[src/hdl/fifth_order_eso_control_step_assert.svh]
// Assertion macros used by the controller module.
// Both macros expect clk and arst_n in the enclosing scope.
`ifndef FIFTH_ORDER_ESO_CONTROL_STEP_ASSERT_SVH
`define FIFTH_ORDER_ESO_CONTROL_STEP_ASSERT_SVH

// Same-cycle implication, disabled while reset is asserted.
`define FOECS_ASSERT_NOW(lbl, ante, cons, msg) \
	lbl: assert property (@(posedge clk) disable iff (!arst_n) (ante) |-> (cons)) \
		else $error(msg);

// Next-cycle implication, disabled while reset is asserted.
`define FOECS_ASSERT_NEXT(lbl, ante, cons, msg) \
	lbl: assert property (@(posedge clk) disable iff (!arst_n) (ante) |=> (cons)) \
		else $error(msg);

`endif

[src/hdl/foecs_pkg.sv]
// Shared types, constants and microprogram for the fifth-order ESO control step.
// No dependencies; imported by the controller, datapath and top level.
package foecs_pkg;

	localparam int WORD_W    = 48;
	localparam int FRAC_BITS = 24;
	localparam int DRIVE_W   = 26;
	localparam int CFG_W     = 35;
	localparam int CFG_IDX_W = 3;
	localparam int ADDR_W    = 5;
	localparam int PC_W      = 7;

	localparam logic [WORD_W-1:0] Q_ONE  = WORD_W'(1) << FRAC_BITS;
	localparam logic [WORD_W-1:0] Q_FIVE = WORD_W'(5) << FRAC_BITS;
	localparam logic [WORD_W-1:0] Q_TEN  = WORD_W'(10) << FRAC_BITS;
	localparam logic [WORD_W-1:0] W_MAX  = {1'b0, {(WORD_W-1){1'b1}}};
	localparam logic [WORD_W-1:0] W_MIN  = {1'b1, {(WORD_W-1){1'b0}}};

	// register indexes of the configuration port
	localparam logic [CFG_IDX_W-1:0] REG_OBW  = 3'd0;
	localparam logic [CFG_IDX_W-1:0] REG_CBW  = 3'd1;
	localparam logic [CFG_IDX_W-1:0] REG_STEP = 3'd2;
	localparam logic [CFG_IDX_W-1:0] REG_GAIN = 3'd3;
	localparam logic [CFG_IDX_W-1:0] REG_SETP = 3'd4;

	// register file slots
	localparam logic [ADDR_W-1:0] A_Z0 = 5'd0;
	localparam logic [ADDR_W-1:0] A_Z1 = 5'd1;
	localparam logic [ADDR_W-1:0] A_Z2 = 5'd2;
	localparam logic [ADDR_W-1:0] A_Z3 = 5'd3;
	localparam logic [ADDR_W-1:0] A_Z4 = 5'd4;
	localparam logic [ADDR_W-1:0] A_U  = 5'd5;
	localparam logic [ADDR_W-1:0] A_Y  = 5'd6;
	localparam logic [ADDR_W-1:0] A_WO = 5'd7;
	localparam logic [ADDR_W-1:0] A_WC = 5'd8;
	localparam logic [ADDR_W-1:0] A_H  = 5'd9;
	localparam logic [ADDR_W-1:0] A_B  = 5'd10;
	localparam logic [ADDR_W-1:0] A_R  = 5'd11;
	localparam logic [ADDR_W-1:0] A_L0 = 5'd12;
	localparam logic [ADDR_W-1:0] A_L1 = 5'd13;
	localparam logic [ADDR_W-1:0] A_L2 = 5'd14;
	localparam logic [ADDR_W-1:0] A_L3 = 5'd15;
	localparam logic [ADDR_W-1:0] A_L4 = 5'd16;
	localparam logic [ADDR_W-1:0] A_K0 = 5'd17;
	localparam logic [ADDR_W-1:0] A_K1 = 5'd18;
	localparam logic [ADDR_W-1:0] A_K2 = 5'd19;
	localparam logic [ADDR_W-1:0] A_K3 = 5'd20;
	localparam logic [ADDR_W-1:0] A_K4 = 5'd21;
	localparam logic [ADDR_W-1:0] A_FV = 5'd22;
	localparam logic [ADDR_W-1:0] A_TN = 5'd23;
	localparam logic [ADDR_W-1:0] A_E  = 5'd24;
	localparam logic [ADDR_W-1:0] A_D0 = 5'd25;
	localparam logic [ADDR_W-1:0] A_D1 = 5'd26;
	localparam logic [ADDR_W-1:0] A_D2 = 5'd27;
	localparam logic [ADDR_W-1:0] A_D3 = 5'd28;
	localparam logic [ADDR_W-1:0] A_D4 = 5'd29;
	localparam logic [ADDR_W-1:0] A_T  = 5'd30;
	localparam logic [ADDR_W-1:0] A_W  = 5'd31;

	// constant selects for OP_LDC
	localparam logic [ADDR_W-1:0] C_ZERO = 5'd0;
	localparam logic [ADDR_W-1:0] C_OBW  = 5'd1;
	localparam logic [ADDR_W-1:0] C_CBW  = 5'd2;
	localparam logic [ADDR_W-1:0] C_STEP = 5'd3;
	localparam logic [ADDR_W-1:0] C_GAIN = 5'd4;
	localparam logic [ADDR_W-1:0] C_FIVE = 5'd5;
	localparam logic [ADDR_W-1:0] C_TEN  = 5'd6;
	localparam logic [ADDR_W-1:0] C_ONE  = 5'd7;

	// program entry points
	localparam logic [PC_W-1:0] PC_INIT = 7'd0;
	localparam logic [PC_W-1:0] PC_CTL  = 7'd13;
	localparam logic [PC_W-1:0] PC_OBS  = 7'd21;
	localparam logic [PC_W-1:0] PC_STEP = 7'd30;

	typedef enum logic [2:0] {
		OP_LDC, OP_ADD, OP_SUB, OP_MUL, OP_DIV, OP_END, OP_OUT
	} op_t;

	typedef struct packed {
		op_t               op;
		logic [ADDR_W-1:0] d;
		logic [ADDR_W-1:0] a;
		logic [ADDR_W-1:0] b;
	} instr_t;

	typedef struct packed {
		logic   exec;
		logic   wb;
		logic   load_out;
		logic   ld_y;
		logic   cfg_wr;
		instr_t ins;
	} cmd_t;

	typedef struct packed {
		logic done;
	} status_t;

	function automatic instr_t mk(op_t op, logic [ADDR_W-1:0] d, logic [ADDR_W-1:0] a,
		logic [ADDR_W-1:0] b);
		instr_t i;
		i.op = op;
		i.d  = d;
		i.a  = a;
		i.b  = b;
		return i;
	endfunction

	function automatic logic [WORD_W-1:0] const_val(logic [ADDR_W-1:0] c);
		logic [WORD_W-1:0] v;
		unique case (c)
			C_OBW:   v = WORD_W'(251658240);
			C_CBW:   v = WORD_W'(16777216);
			C_STEP:  v = WORD_W'(167772);
			C_GAIN:  v = WORD_W'(16777216);
			C_FIVE:  v = Q_FIVE;
			C_TEN:   v = Q_TEN;
			C_ONE:   v = Q_ONE;
			default: v = '0;
		endcase
		return v;
	endfunction

	function automatic instr_t prog(logic [PC_W-1:0] pc);
		instr_t i;
		unique case (pc)
			// reset: clear state, load register defaults and constants
			7'd0:  i = mk(OP_LDC, A_Z0, C_ZERO, A_Z0);
			7'd1:  i = mk(OP_LDC, A_Z1, C_ZERO, A_Z0);
			7'd2:  i = mk(OP_LDC, A_Z2, C_ZERO, A_Z0);
			7'd3:  i = mk(OP_LDC, A_Z3, C_ZERO, A_Z0);
			7'd4:  i = mk(OP_LDC, A_Z4, C_ZERO, A_Z0);
			7'd5:  i = mk(OP_LDC, A_U,  C_ZERO, A_Z0);
			7'd6:  i = mk(OP_LDC, A_R,  C_ZERO, A_Z0);
			7'd7:  i = mk(OP_LDC, A_WO, C_OBW,  A_Z0);
			7'd8:  i = mk(OP_LDC, A_WC, C_CBW,  A_Z0);
			7'd9:  i = mk(OP_LDC, A_H,  C_STEP, A_Z0);
			7'd10: i = mk(OP_LDC, A_B,  C_GAIN, A_Z0);
			7'd11: i = mk(OP_LDC, A_FV, C_FIVE, A_Z0);
			7'd12: i = mk(OP_LDC, A_TN, C_TEN,  A_Z0);
			// controller gains
			7'd13: i = mk(OP_MUL, A_D0, A_WC, A_WC);
			7'd14: i = mk(OP_MUL, A_D1, A_D0, A_WC);
			7'd15: i = mk(OP_MUL, A_D2, A_D1, A_WC);
			7'd16: i = mk(OP_MUL, A_K0, A_D2, A_FV);
			7'd17: i = mk(OP_MUL, A_K1, A_D1, A_TN);
			7'd18: i = mk(OP_MUL, A_K2, A_D0, A_TN);
			7'd19: i = mk(OP_MUL, A_K3, A_WC, A_FV);
			7'd20: i = mk(OP_LDC, A_K4, C_ONE,  A_Z0);
			// observer gains
			7'd21: i = mk(OP_MUL, A_D0, A_WO, A_WO);
			7'd22: i = mk(OP_MUL, A_D1, A_D0, A_WO);
			7'd23: i = mk(OP_MUL, A_D2, A_D1, A_WO);
			7'd24: i = mk(OP_MUL, A_L4, A_D2, A_WO);
			7'd25: i = mk(OP_MUL, A_L0, A_WO, A_FV);
			7'd26: i = mk(OP_MUL, A_L1, A_D0, A_TN);
			7'd27: i = mk(OP_MUL, A_L2, A_D1, A_TN);
			7'd28: i = mk(OP_MUL, A_L3, A_D2, A_FV);
			7'd29: i = mk(OP_END, A_Z0, A_Z0, A_Z0);
			// one observer and control step
			7'd30: i = mk(OP_SUB, A_E,  A_Y,  A_Z0);
			7'd31: i = mk(OP_MUL, A_T,  A_L0, A_E);
			7'd32: i = mk(OP_ADD, A_D0, A_Z1, A_T);
			7'd33: i = mk(OP_MUL, A_T,  A_L1, A_E);
			7'd34: i = mk(OP_ADD, A_D1, A_Z2, A_T);
			7'd35: i = mk(OP_MUL, A_T,  A_L2, A_E);
			7'd36: i = mk(OP_ADD, A_D2, A_Z3, A_T);
			7'd37: i = mk(OP_MUL, A_T,  A_L3, A_E);
			7'd38: i = mk(OP_ADD, A_D3, A_Z4, A_T);
			7'd39: i = mk(OP_MUL, A_T,  A_B,  A_U);
			7'd40: i = mk(OP_ADD, A_D3, A_D3, A_T);
			7'd41: i = mk(OP_MUL, A_D4, A_L4, A_E);
			7'd42: i = mk(OP_MUL, A_T,  A_H,  A_D0);
			7'd43: i = mk(OP_ADD, A_Z0, A_Z0, A_T);
			7'd44: i = mk(OP_MUL, A_T,  A_H,  A_D1);
			7'd45: i = mk(OP_ADD, A_Z1, A_Z1, A_T);
			7'd46: i = mk(OP_MUL, A_T,  A_H,  A_D2);
			7'd47: i = mk(OP_ADD, A_Z2, A_Z2, A_T);
			7'd48: i = mk(OP_MUL, A_T,  A_H,  A_D3);
			7'd49: i = mk(OP_ADD, A_Z3, A_Z3, A_T);
			7'd50: i = mk(OP_MUL, A_T,  A_H,  A_D4);
			7'd51: i = mk(OP_ADD, A_Z4, A_Z4, A_T);
			7'd52: i = mk(OP_SUB, A_T,  A_R,  A_Z0);
			7'd53: i = mk(OP_MUL, A_W,  A_K0, A_T);
			7'd54: i = mk(OP_MUL, A_T,  A_K1, A_Z1);
			7'd55: i = mk(OP_SUB, A_W,  A_W,  A_T);
			7'd56: i = mk(OP_MUL, A_T,  A_K2, A_Z2);
			7'd57: i = mk(OP_SUB, A_W,  A_W,  A_T);
			7'd58: i = mk(OP_MUL, A_T,  A_K3, A_Z3);
			7'd59: i = mk(OP_SUB, A_W,  A_W,  A_T);
			7'd60: i = mk(OP_MUL, A_T,  A_K4, A_Z4);
			7'd61: i = mk(OP_SUB, A_W,  A_W,  A_T);
			7'd62: i = mk(OP_SUB, A_W,  A_W,  A_Z4);
			7'd63: i = mk(OP_DIV, A_U,  A_W,  A_B);
			7'd64: i = mk(OP_OUT, A_Z0, A_Z0, A_Z0);
			default: i = mk(OP_END, A_Z0, A_Z0, A_Z0);
		endcase
		return i;
	endfunction

endpackage

[src/hdl/foecs_ctrl.sv]
// Controller: sequences the microprogram, owns the handshakes and result valid.
// Depends on foecs_pkg and the assertion macro header.
`include "fifth_order_eso_control_step_assert.svh"
module foecs_ctrl (
	input  logic                            clk,
	input  logic                            arst_n,
	input  logic                            meas_valid,
	output logic                            meas_stall,
	output logic                            result_valid,
	input  logic                            result_stall,
	input  logic                            cfg_valid,
	output logic                            cfg_ready,
	input  logic [foecs_pkg::CFG_IDX_W-1:0] cfg_index,
	input  foecs_pkg::status_t              status,
	output foecs_pkg::cmd_t                 cmd
);
	import foecs_pkg::*;

	typedef enum logic [2:0] {S_IDLE, S_READ, S_EXEC, S_WAIT, S_HOLD} state_t;

	state_t          state_q;
	logic [PC_W-1:0] pc_q;
	logic            out_valid_q;
	logic            meas_acc, cfg_acc, out_free;

	assign meas_stall   = (state_q != S_IDLE);
	assign cfg_ready    = (state_q == S_IDLE) && !meas_valid;
	assign meas_acc     = meas_valid && !meas_stall;
	assign cfg_acc      = cfg_valid && cfg_ready;
	assign out_free     = !out_valid_q || !result_stall;
	assign result_valid = out_valid_q;

	always_comb begin
		cmd.ins      = prog(pc_q);
		cmd.exec     = (state_q == S_EXEC);
		cmd.wb       = (state_q == S_WAIT) && status.done;
		cmd.load_out = (state_q == S_HOLD) && out_free;
		cmd.ld_y     = meas_acc;
		cmd.cfg_wr   = cfg_acc;
	end

	always_ff @(posedge clk or negedge arst_n) begin
		if (!arst_n) begin
			state_q     <= S_READ;
			pc_q        <= PC_INIT;
			out_valid_q <= 1'b0;
		end else begin
			if (cmd.load_out) begin
				out_valid_q <= 1'b1;
			end else if (!result_stall) begin
				out_valid_q <= 1'b0;
			end
			unique case (state_q)
				S_IDLE: begin
					if (meas_acc) begin
						pc_q    <= PC_STEP;
						state_q <= S_READ;
					end else if (cfg_acc && cfg_index == REG_OBW) begin
						pc_q    <= PC_OBS;
						state_q <= S_READ;
					end else if (cfg_acc && cfg_index == REG_CBW) begin
						pc_q    <= PC_CTL;
						state_q <= S_READ;
					end
				end
				S_READ: state_q <= S_EXEC;
				S_EXEC: begin
					unique case (cmd.ins.op)
						OP_MUL, OP_DIV: state_q <= S_WAIT;
						OP_END:         state_q <= S_IDLE;
						OP_OUT:         state_q <= S_HOLD;
						default: begin
							pc_q    <= pc_q + 7'd1;
							state_q <= S_READ;
						end
					endcase
				end
				S_WAIT: begin
					if (status.done) begin
						pc_q    <= pc_q + 7'd1;
						state_q <= S_READ;
					end
				end
				S_HOLD: begin
					if (out_free) begin
						state_q <= S_IDLE;
					end
				end
				default: state_q <= S_IDLE;
			endcase
		end
	end

	`FOECS_ASSERT_NOW(a_no_overwrite, (out_valid_q && result_stall), !cmd.load_out,
		"result overwritten while stalled")
	`FOECS_ASSERT_NEXT(a_step_entry, meas_acc, (pc_q == PC_STEP && state_q == S_READ),
		"item accepted without starting the step program")
	`FOECS_ASSERT_NOW(a_wait_unit, (state_q == S_WAIT),
		(cmd.ins.op == OP_MUL || cmd.ins.op == OP_DIV), "waiting on no arithmetic unit")

endmodule

[config.mk]
export PLATFORM = sky130hd
export DESIGN_NAME = foecs_ctrl
export DESIGN_NICKNAME = d
export VERILOG_FILES = /design/src/hdl/foecs_pkg.sv /design/src/hdl/foecs_ctrl.sv
export VERILOG_INCLUDE_DIRS = /design/src /design/src/hdl
export SDC_FILE = /design/constraint.sdc
export NUM_CORES = 1
export LEC_CHECK = 0
export BUFFER_PORTS_ARGS = -buffer_cell sky130_fd_sc_hd__clkbuf_2
export CAP_MARGIN = 20
export CORE_UTILIZATION = 25
export CTS_CLUSTER_DIAMETER = 150
export DETAILED_ROUTE_END_ITERATION = 12
export PLACE_DENSITY_LB_ADDON = 0.3
export SLEW_MARGIN = 10
export SYNTH_ARGS = -nofsm -noshare
export SYNTH_HDL_FRONTEND = slang
export SYNTH_SLANG_ARGS = --single-unit
[constraint.sdc]
create_clock -name clk -period 3.1 [get_ports clk]
set_input_delay 0.62 -clock clk [delete_from_list [all_inputs] [get_ports clk]]
set_output_delay 0.62 -clock clk [all_outputs]
set_load 0.03 [all_outputs]
## Word level (Yosys, flattened, before mapping)

Memory sizes are Yosys's and may differ from the RTL's.
Index checks and enable logic that the tools add are counted.

- Logic and storage cells: 54
- Bits in read-only memories: 2304
- Flip-flop bits (word level): 11
- Output and inout bits: 26
- Memories kept: 1

- Reductions and logical operators: 20
- Multiplexer cells: 15
- Equality and inequality tests: 14
- Add/sub/neg operators: 1

Memories:

| name | words | width | rd ports | clocked after Yosys merged registers in | wr ports | line | source |
|---|---|---|---|---|---|---|---|
| (name not given) | 128 | 18 | 1 | 0 | 0 | foecs_pkg.sv:127 | `unique case (pc)` |

Operator list:

| cell | count |
|---|---|
| $mux 7 | 5 |
| $pmux 7 s3 | 1 |
| $mux 3 | 5 |
| $pmux 3 s5 | 1 |
| $eq 3x3->1 const B | 4 |
| $eq 3x2->1 const B | 3 |
| $pmux 3 s3 | 1 |
| $add 7x1->7 const B | 1 |
| $logic_and 1x1->1 | 7 |
| $eq 3x1->1 const B | 2 |
| $logic_not 3->1 | 2 |
| $ne 2x2->1 const B | 3 |
| $reduce_bool 3->1 | 2 |
| $logic_not 1->1 | 4 |
| $ne 4x2->1 const B | 1 |
| $reduce_and 4->1 | 1 |
| $reduce_or 4->1 | 1 |
| $reduce_and 3->1 | 1 |
| $mux 1 | 2 |
| $ne 2x1->1 const B | 1 |
| $reduce_or 2->1 | 1 |
| $logic_or 1x1->1 | 1 |

## Depth between registers and ports, before layout

Gate-level depths: netlist of run 1.

- Depth in word-level cells: 8
- Mapped depth: 11
- Gate-level depth less buffers: 9

## Least setup slack after synthesis of run 1

OpenSTA, ideal clock, no wires.

- Kind: register to output
- From: register pc_q[1]
- To: output cmd[7] (netlist name)
- Cell stages (with the launch flop): 9
- Path slack: -0.675 ns
- Required time: 2.480 ns
- Arrival time: 3.155 ns
- Cells stage by stage: dfrtp_1 clkbuf_1 inv_1 ha_1 buf_1 mux2i_1 o21ai_0 a21oi_1 a2111oi_0

RTL lines:

| what | line | source |
|---|---|---|
| from (decl) | foecs_ctrl.sv:22 | `logic [PC_W-1:0] pc_q;` |
| from (signal assigned) | foecs_ctrl.sv:73 | `pc_q <= pc_q + 7'd1;` |
| from (signal assigned) | foecs_ctrl.sv:80 | `pc_q <= pc_q + 7'd1;` |
| to (decl) | foecs_ctrl.sv:15 | `output foecs_pkg::cmd_t cmd` |

==> results.sh, run 1 <==
export IMPL_status="complete, no violations"
export IMPL_fmaxAchievable_mhz=335
export IMPL_synthesis_area_sq_mm=0.00220
export IMPL_finClkSkew_ns=0.00711
export IMPL_regArea_sq_um=277
export IMPL_globalRouteOverflowTotal=0
export IMPL_final_net_count=368
export IMPL_worstPathArrival_ns=2.36
export IMPL_port_buffers=34
export IMPL_ys_seq_area_share_pct=12.6
export IMPL_clock_insertion_delay_worst_skew_ns=0.24
export IMPL_tightestPinTransition_ns=0.836
export IMPL_globalRouteMet3Util_pct=1.26
export IMPL_crit_path_end_kind="output pin"
export IMPL_floorplan_die_width_microns=95.7
export IMPL_yosys_warnings=0
export IMPL_cts_root_buf="clkbuf_8"
export IMPL_crit_path_cell_trace="inv_1, ha_1, nand2_1, a211oi_1, a21oi_1, a2111oi_2, clkbuf_2"
export IMPL_ys_async_sr_fraction_pct=100
export IMPL_multiInputGateArea_sq_mm=0.00175
export IMPL_share_of_the_cycle_needed_by_the_critical_path_after_routing_pct=96.2
export IMPL_hold_worst_slack_ns=0.253
export IMPL_setup_repair_after_global_routing_missed_its_margin="true"
export IMPL_cts_max_path_buffers=2
export IMPL_drt_vias_per_instance=5.79
export IMPL_kind_of_cell_with_the_highest_combined_delay_on_the_critical_path="compound AO/OA/AOI/OAI gates"
export IMPL_detail_route_drc_violations=0
export IMPL_final_hold_viol_count=0
export IMPL_critical_path_buf_inv_count=2
export IMPL_cts_htree_levels=1
export IMPL_reg_to_reg_slack_setup_ns=0.40
export IMPL_grt_max_degree=45
export IMPL_clk_pin_slew_worst_paths_ns=0.06
export IMPL_die_area_sq_mm=0.00917
export IMPL_wl_microns=7880
export IMPL_grt_total_usage_pct=18.0
export IMPL_worst_hold_path_type="input port to asynchronous set/reset pin"
export IMPL_worst_slew_margin_relative_to_its_limit_pct=44.3
export IMPL_nets_in_the_synthesized_netlist=347
export IMPL_tritoncts="yes"
export IMPL_numPlacedInstances=448
export IMPL_cts_hold_buffers=0
export IMPL_cp_slowest_cell="ha_1"
export IMPL_fin_crit_ns=2.98
export IMPL_initial_core_utilization_pct=26.3
export IMPL_hpwlAfterDp_microns=5770
export IMPL_path_max_fanout=7
export IMPL_rr_startpoint="pc_q[0]"
export IMPL_synth_enable_flop_cells=0
export IMPL_routed_wire_length_per_instance_microns=17.4
export IMPL_layout_drive_gt1_share_pct=22.8
export IMPL_vias=2617
export IMPL_core_sq_mm=0.00834
export IMPL_maxSlewViolCount=0
export IMPL_ys_dominant_reg_cell="dfrtp_1"
export IMPL_grt_pass1_vias=2430
export IMPL_finalSetupViolCount=0
export IMPL_drt_pass1_iter_count=5
export IMPL_syn_inst=327
export IMPL_inserted_clock_buffers=3
export IMPL_placementRows=33
export IMPL_maxCapViolCount=0
export IMPL_finish_cell_count_without_fillers=452
export IMPL_fin_util_pct=30.6
export IMPL_cts_sinks=11
export IMPL_area_growth_syn_to_fin_pct=16.3
export IMPL_grt_antenna_before_repair=0
export IMPL_antenna_cells=0
export IMPL_antenna_violating_nets_post_route=0
export IMPL_globalRouteMet2Util_pct=29.6
export IMPL_globalRouteMet1Util_pct=25.4
export IMPL_design_portCount=35
export IMPL_fillers=935
export IMPL_gpl_final_weighted_congestion=0.916
export IMPL_ys_seq_elements=11
export IMPL_yosys_cell_types_count=68
export IMPL_mean_syn_cell_area_sq_um=6.72
export IMPL_setup_bufs_post_cts=0
export IMPL_timing_reg2reg_worst_path_depth=10
export IMPL_grt_first_pass_wirelength_microns=12900
export IMPL_worstSetupPathType="flip-flop to output pin"
export IMPL_cp_data_required_time_ns=2.48
export IMPL_die_h_microns=95.7
export IMPL_reg2reg_to="pc_q[0]"
export IMPL_grt_busiest_layer="met2"
export IMPL_cp_slowest_stage_delay_ns=0.44
export IMPL_crit_path_start_kind="flip-flop"
export IMPL_drtIter0Drc=288
worst max path at each step:
stage	start	endpoint	slack [ns]	cells past startpoint
floorplan	pc_q[1]	cmd[10]	0.01	10
global placement	pc_q[0]	cmd[7]	0.16	8
detailed placement	pc_q[0]	cmd[7]	0.19	8
CTS	pc_q[0]	cmd[10]	0.04	9
global route	pc_q[0]	cmd[7]	-0.003	7
finish	pc_q[0]	cmd[7]	0.12	7
synthesized netlist by cell type, types with 6 or more instances:
cell type / instances / area [sq um]
nor3_1: 6 / 30.0
clkbuf_1: 22 / 82.6
nand2b_1: 7 / 43.8
ha_1: 11 / 138
o211ai_1: 6 / 45.0
nand3_1: 9 / 45.0
nor2_1: 39 / 146
a211oi_1: 13 / 97.6
o21ai_0: 28 / 140
mux2i_1: 6 / 60.1
inv_1: 11 / 41.3
nand2_1: 35 / 131
a21oi_1: 29 / 145
dfrtp_1: 10 / 250
layout by cell type, fill, tap and decap left out, types with 2 or more instances in the layout:
cell type / instances
a211oi_1: 11
a211oi_2: 2
a21o_1: 3
a21oi_1: 29
a221oi_1: 3
a311oi_1: 5
a31oi_1: 5
and2_1: 2
and3_1: 2
buf_4: 15
clkbuf_2: 34
clkbuf_8: 3
dfrtp_1: 10
ha_1: 9
inv_1: 11
inv_2: 3
mux2i_1: 6
mux4_2: 2
nand2_1: 35
nand2b_1: 7
nand3_1: 9
nand4_1: 2
nor2_1: 38
nor2b_1: 3
nor3_1: 6
nor4_1: 3
o211ai_1: 6
o21ai_0: 28
o21ai_1: 3
o21bai_1: 2
o22ai_1: 5
o311ai_0: 2
o31ai_1: 2
xnor2_1: 2
worst reg2reg max path: stages (launching register included):
cell	delay, ns
dfrtp_1	0.37
inv_1	0.21
ha_1	0.36
buf_4	0.19
nand2b_1	0.10
o22ai_1	0.09
a211o_1	0.37
a32oi_4	0.30
xnor2_2	0.17
o21ba_4	0.24
a22o_1	0.20
routing by layer:
| layer | vias to the layer above | routed length, microns | part of all wire (%) |
|---|---|---|---|
| li1 | 1244 | - | - |
| met1 | 1250 | 3670 | 47 |
| met2 | 111 | 3690 | 47 |
| met3 | 12 | 392 | 5.0 |
| met4 | 0 | 123 | 1.6 |
| met5 | - | 0 | 0 |
stage by stage:
stage / setup WS [ns] / area [sq um] / TNS (ns)
CTS: 0.0363 / 2540 / 0
global placement: 0.156 / 2490 / 0
global route: -0.00323 / 2550 / -0.00323
finish: 0.118 / 2550 / 0
detailed placement: 0.187 / 2490 / 0
floorplan: 0.0136 / 2210 / 0
area by class of cell:
cell class	instances	share of cell area (%)
clock inverters	1	0.196
inverters	14	2.06
clock buffers	3	1.62
multi-input cells	268	68.3
well taps	105	5.14
repair buffers	50	11.9
flip-flops and latches	11	10.8
timing repair:
item,CTS,global route
gates cloned,0,0
gates resized for setup,2,3
endpoints found under the hold margin,0,0
endpoints found under the setup margin,2,3
kinds of logic after synthesis:
family	synth area share, %
AND/OR/NAND/NOR	25.4
buffers and inverters	9.74
XOR/XNOR	1.54
AO/OA/AOI/OAI	39.7
adder cells (fa/ha/maj)	6.26
multiplexers	4.78
flip-flops	12.6
registers in the layout, indices dropped and copies added, names as in the netlist:
register and cells:
pc_q 7, state_q 3, result_valid 1
Power of run 1 is left out: the tool's default activity adds up to more than one toggle a clock period on the data nets, which glitch-free logic cannot reach.
==> inputs of run 2 (changes only) <==
Clock period 3.1 ns to 3.6 ns, I/O delays scaled along.
==> run 2 against run 1 <==
Critical path depth grew 1. Cell count shrank 0.66%. First-iteration DRC count shrank 1.7%. Utilization shrank 0.72 points. Non-clock buffer count shrank 3. Flip-flop and latch count is the same. Sequential share of layout area grew 0.26 points. Routed wire length shrank 1.9%. Worst setup slack gained 0.17 ns. Clock skew shrank 0.00069 ns. Via count grew 0.23%. Critical path type unchanged. Largest cell class unchanged.
==> results.sh, run 2 (synthesis gave the netlist of run 1 again) <==
export IMPL_status="complete, no violations"
export IMPL_preCtsSetupSlack_ns=0.624
export IMPL_grt_max_degree=45
export IMPL_gpl_final_weighted_congestion=0.904
export IMPL_drtIter0Drc=283
export IMPL_critical_path_startpoint="pc_q[0]"
export IMPL_fin_crit_ns=3.31
export IMPL_floorplan_die_width_microns=95.7
export IMPL_crit_path_start_kind="flip-flop"
export IMPL_area_growth_syn_to_fin_pct=13.6
export IMPL_drt_pass1_iter_count=5
export IMPL_wl_microns=7730
export IMPL_worst_slew_margin_relative_to_its_limit_pct=45.4
export IMPL_timing_setup_tns_ns=0
export IMPL_setup_bufs_post_cts=0
export IMPL_layout_cells_most_common="nor2_1"
export IMPL_worst_hold_path_type="input port to asynchronous set/reset pin"
export IMPL_top_register="pc_q"
export IMPL_final_hold_viol_count=0
export IMPL_crit_path_cell_trace="buf_4, ha_1, ha_1, nor2_1, a311oi_1, a311oi_1, a211oi_1, clkbuf_2"
export IMPL_tritoncts="yes"
export IMPL_grt_pass1_vias=2386
export IMPL_grt_antenna_before_repair=0
export IMPL_finClkSkew_ns=0.00642
export IMPL_design_portCount=35
export IMPL_globalRouteOverflowTotal=0
export IMPL_fillers=944
export IMPL_cts_sinks=11
export IMPL_cts_max_path_buffers=2
export IMPL_layout_drive_gt1_share_pct=20.3
export IMPL_cts_htree_levels=1
export IMPL_vias=2623
export IMPL_maxCapViolCount=0
export IMPL_setup_repair_after_global_routing_missed_its_margin="false"
export IMPL_grt_total_usage_pct=17.6
export IMPL_fin_ws_ns=0.292
export IMPL_largest_reg_flops=7
export IMPL_grt_first_pass_wirelength_microns=12500
export IMPL_crit_path_end_kind="output pin"
export IMPL_cts_repair_resize_count=0
export IMPL_fmaxAchievable_mhz=302
export IMPL_cts_root_buf="clkbuf_8"
export IMPL_core_sq_mm=0.00834
export IMPL_antenna_cells=0
export IMPL_routed_wire_length_per_instance_microns=17.2
export IMPL_initial_core_utilization_pct=26.3
export IMPL_clk_pin_slew_worst_paths_ns=0.06
export IMPL_detail_route_drc_violations=0
export IMPL_port_buffers=34
export IMPL_placementRows=33
export IMPL_die_h_microns=95.7
export IMPL_cp_data_required_time_ns=2.88
export IMPL_final_net_count=365
export IMPL_cts_hold_buffers=0
export IMPL_layout_common_cells="39 x nor2_1, 35 x nand2_1, 34 x clkbuf_2, 29 x a21oi_1, 28 x o21ai_0"
export IMPL_drt_vias_per_instance=5.84
export IMPL_maxSlewViolCount=0
export IMPL_numPlacedInstances=445
export IMPL_hpwlAfterDp_microns=5560
export IMPL_cp_slowest_stage_delay_ns=0.42
export IMPL_finish_cell_count_without_fillers=449
export IMPL_die_area_sq_mm=0.00917
export IMPL_antenna_violating_nets_post_route=0
export IMPL_tightestPinTransition_ns=0.819
export IMPL_worstPathArrival_ns=2.59
export IMPL_clock_insertion_delay_worst_skew_ns=0.24
export IMPL_finalSetupViolCount=0
export IMPL_cp_slowest_cell="ha_1"
export IMPL_share_of_the_cycle_needed_by_the_critical_path_after_routing_pct=91.9
export IMPL_inserted_clock_buffers=3
export IMPL_worstSetupPathType="flip-flop to output pin"
export IMPL_path_max_fanout=16
export IMPL_rr_startpoint="pc_q[0]"
run 2: cell count changes in the layout (fill, tap and decap cells not counted), moves of 2 or more:
cell      delta
ha_1         +2
buf_4        -3
a211oi_1     +2
a211oi_2     -2
run 2: final timing paths:
| kind | slack (ns) | cells past startpoint | to |
|---|---|---|---|
| max reg2reg | 0.84 | 9 | pc_q[6] |
| min reg2reg | 0.52 | 2 | result_valid |
| min | 0.35 | 1 | state_q[1] |
| max in group asynchronous | 2.98 | 1 | state_q[0] |
| min in group clk | 0.52 | 2 | result_valid |
| max | 0.29 | 8 | cmd[5] |
run 2: stage by stage:
step	hold WS [ns]	util (%)	area, sq um
floorplan	0.424	-	2200
CTS	0.353	29.9	2490
global route	0.359	29.9	2490
global placement	0.503	29.4	2450
detailed placement	0.505	29.4	2450
finish	0.345	29.9	2490
run 2: layout make-up:
| class | count | area, sq um | share of cell area (%) |
|---|---|---|---|
| Clock buffer | 3 | 41.3 | 1.65 |
| Clock inverter | 1 | 5.00 | 0.201 |
| Inverter | 14 | 52.6 | 2.11 |
| Multi-Input combinational cell | 268 | 1710 | 68.5 |
| Sequential cell | 11 | 277 | 11.1 |
| Tap cell | 105 | 131 | 5.27 |
| Timing Repair Buffer | 47 | 280 | 11.2 |
run 2: routing by layer:
layer	GRT usage, %	part of all wire (%)	vias up
li1	-	-	1239
met5	0	0	-
met2	26.1	41	178
met1	25.5	46	1174
met3	2.53	9.4	32
met4	6.34	3.0	0
run 2: critical path, delay by kind of cell (launching register included):
kind,cells,cell delay [ns]
compound gates,3,0.68
buf+inv,2,0.46
fa+ha+maj,2,0.77
simple gates,1,0.08
flops,1,0.34
Power of run 2 is left out for the same reason.
==> inputs of run 3 (changes only) <==
Settings changed: BUFFER_PORTS_ARGS -buffer_cell sky130_fd_sc_hd__clkbuf_2 to -buffer_cell sky130_fd_sc_hd__buf_4.
Clock period 3.6 ns to 3.3 ns, I/O delays scaled along.
==> run 3 against run 2 <==
Cell count up 0.22%. Worst setup slack worse by 0.13 ns. Flip-flop and latch count unchanged. Die area unchanged. Critical path depth down 1. First-iteration DRC count up 1.4%. Via count up 0.72%.
==> results.sh, run 3 (synthesis gave the netlist of run 1 again) <==
export IMPL_status="complete, no violations"
export IMPL_drt_pass1_iter_count=5
export IMPL_design_portCount=35
export IMPL_vias=2642
export IMPL_timing_setup_tns_ns=0
export IMPL_setup_repair_after_global_routing_missed_its_margin="false"
export IMPL_grt_pass1_vias=2396
export IMPL_globalRouteMet3Util_pct=2.37
export IMPL_cts_max_path_buffers=2
export IMPL_final_net_count=366
export IMPL_layout_drive_gt1_share_pct=21.4
export IMPL_grt_first_pass_wirelength_microns=12800
export IMPL_detail_route_drc_violations=0
export IMPL_wl_microns=7970
export IMPL_drtIter0Drc=287
export IMPL_finish_cell_count_without_fillers=450
export IMPL_cts_root_buf="clkbuf_8"
export IMPL_fin_crit_ns=3.14
export IMPL_layout_cells_most_common="buf_4"
export IMPL_fin_ws_ns=0.163
export IMPL_top_register="pc_q"
export IMPL_routed_wire_length_per_instance_microns=17.7
export IMPL_floorplan_die_width_microns=95.7
export IMPL_inserted_clock_buffers=3
export IMPL_multiInputGateArea_sq_mm=0.00172
export IMPL_antenna_violating_nets_post_route=0
export IMPL_maxCapViolCount=0
export IMPL_crit_path_start_kind="flip-flop"
export IMPL_gpl_final_weighted_congestion=0.882
export IMPL_grt_max_degree=61
export IMPL_placementRows=33
export IMPL_globalRouteOverflowTotal=0
export IMPL_port_buffers=34
export IMPL_globalRouteMet1Util_pct=24.9
export IMPL_path_max_fanout=8
export IMPL_share_of_the_cycle_needed_by_the_critical_path_after_routing_pct=95.1
export IMPL_worst_hold_path_type="input port to asynchronous set/reset pin"
export IMPL_layout_common_cells="48 x buf_4, 38 x nor2_1, 35 x nand2_1, 29 x a21oi_1, 28 x o21ai_0"
export IMPL_preCtsSetupSlack_ns=0.389
export IMPL_tritoncts="yes"
export IMPL_tightestPinTransition_ns=0.816
export IMPL_hpwlAfterDp_microns=5750
export IMPL_worstPathArrival_ns=2.48
export IMPL_fmaxAchievable_mhz=319
export IMPL_numPlacedInstances=446
export IMPL_regArea_sq_um=277
export IMPL_largest_reg_flops=7
export IMPL_cp_data_required_time_ns=2.64
export IMPL_clk_pin_slew_worst_paths_ns=0.05
export IMPL_grt_antenna_before_repair=0
export IMPL_timing_reg2reg_worst_path_depth=9
export IMPL_grt_busiest_layer="met2"
export IMPL_grt_total_usage_pct=17.9
export IMPL_die_h_microns=95.7
export IMPL_final_hold_viol_count=0
export IMPL_drt_vias_per_instance=5.87
export IMPL_globalRouteMet2Util_pct=29.3
export IMPL_cts_sinks=11
export IMPL_finalSetupViolCount=0
export IMPL_clock_insertion_delay_worst_skew_ns=0.24
export IMPL_worstSetupPathType="flip-flop to output pin"
export IMPL_die_area_sq_mm=0.00917
export IMPL_finClkSkew_ns=0.00484
export IMPL_maxSlewViolCount=0
export IMPL_worst_slew_margin_relative_to_its_limit_pct=45.6
export IMPL_crit_path_end_kind="output pin"
export IMPL_core_sq_mm=0.00834
export IMPL_initial_core_utilization_pct=26.3
export IMPL_fin_area_sq_mm=0.00258
export IMPL_placedInstanceArea_sq_mm=0.00253
export IMPL_antenna_cells=0
export IMPL_cts_htree_levels=1
export IMPL_area_growth_syn_to_fin_pct=17.7
export IMPL_fillers=947
==> run 3: per-stage QoR <==
| step | hold slack (ns) | util [%] |
|---|---|---|
| 2_1_floorplan | 0.364 | - |
| 3_3_place_gp | 0.507 | 30.4 |
| 3_5_place_dp | 0.511 | 30.4 |
| 4_1_cts | 0.247 | 30.9 |
| 5_1_grt | 0.242 | 31.0 |
| 6_report | 0.246 | 31.0 |
==> run 3: cell type report <==
cell class	count	share of cell area, %
repair buffers	48	13.9
multi-input cells	268	66.5
flip-flops and latches	11	10.7
inverters	14	2.03
clock inverters	1	0.194
clock buffers	3	1.60
well taps	105	5.08
==> run 3: routing by layer <==
| metal | wire length, microns | up-vias |
|---|---|---|
| met2 | 3600 | 139 |
| met4 | 126 | 0 |
| met5 | 0 | - |
| met1 | 3530 | 1247 |
| met3 | 714 | 18 |
| li1 | - | 1238 |
==> run 3: timing repair <==
action | 4_1_cts | 5_1_grt
buffers inserted | 0 | 0
hold buffers | 0 | 0
resized for setup | 0 | 2
endpoints found under the setup margin | 0 | 5
==> run 3: path summary, 6_finish.rpt <==
check / from / end / slack [ns]
min in group clk: result_valid / result_valid / 0.52
worst min register to register: result_valid / result_valid / 0.52
worst min-delay path: arst_n / state_q[1] / 0.25
max in group asynchronous: arst_n / state_q[0] / 2.82
worst max-delay path: pc_q[0] / cmd[15] / 0.16
worst max register to register: pc_q[0] / pc_q[0] / 0.44
==> run 3: worst max-delay path, cell delays in order (launching register included) <==
cell	delay, ns
dfrtp_1	0.37
inv_1	0.25
ha_1	0.47
and2b_1	0.25
o22ai_1	0.12
a211o_1	0.38
nand2_1	0.19
buf_4	0.20
Power of run 3 is left out for the same reason.
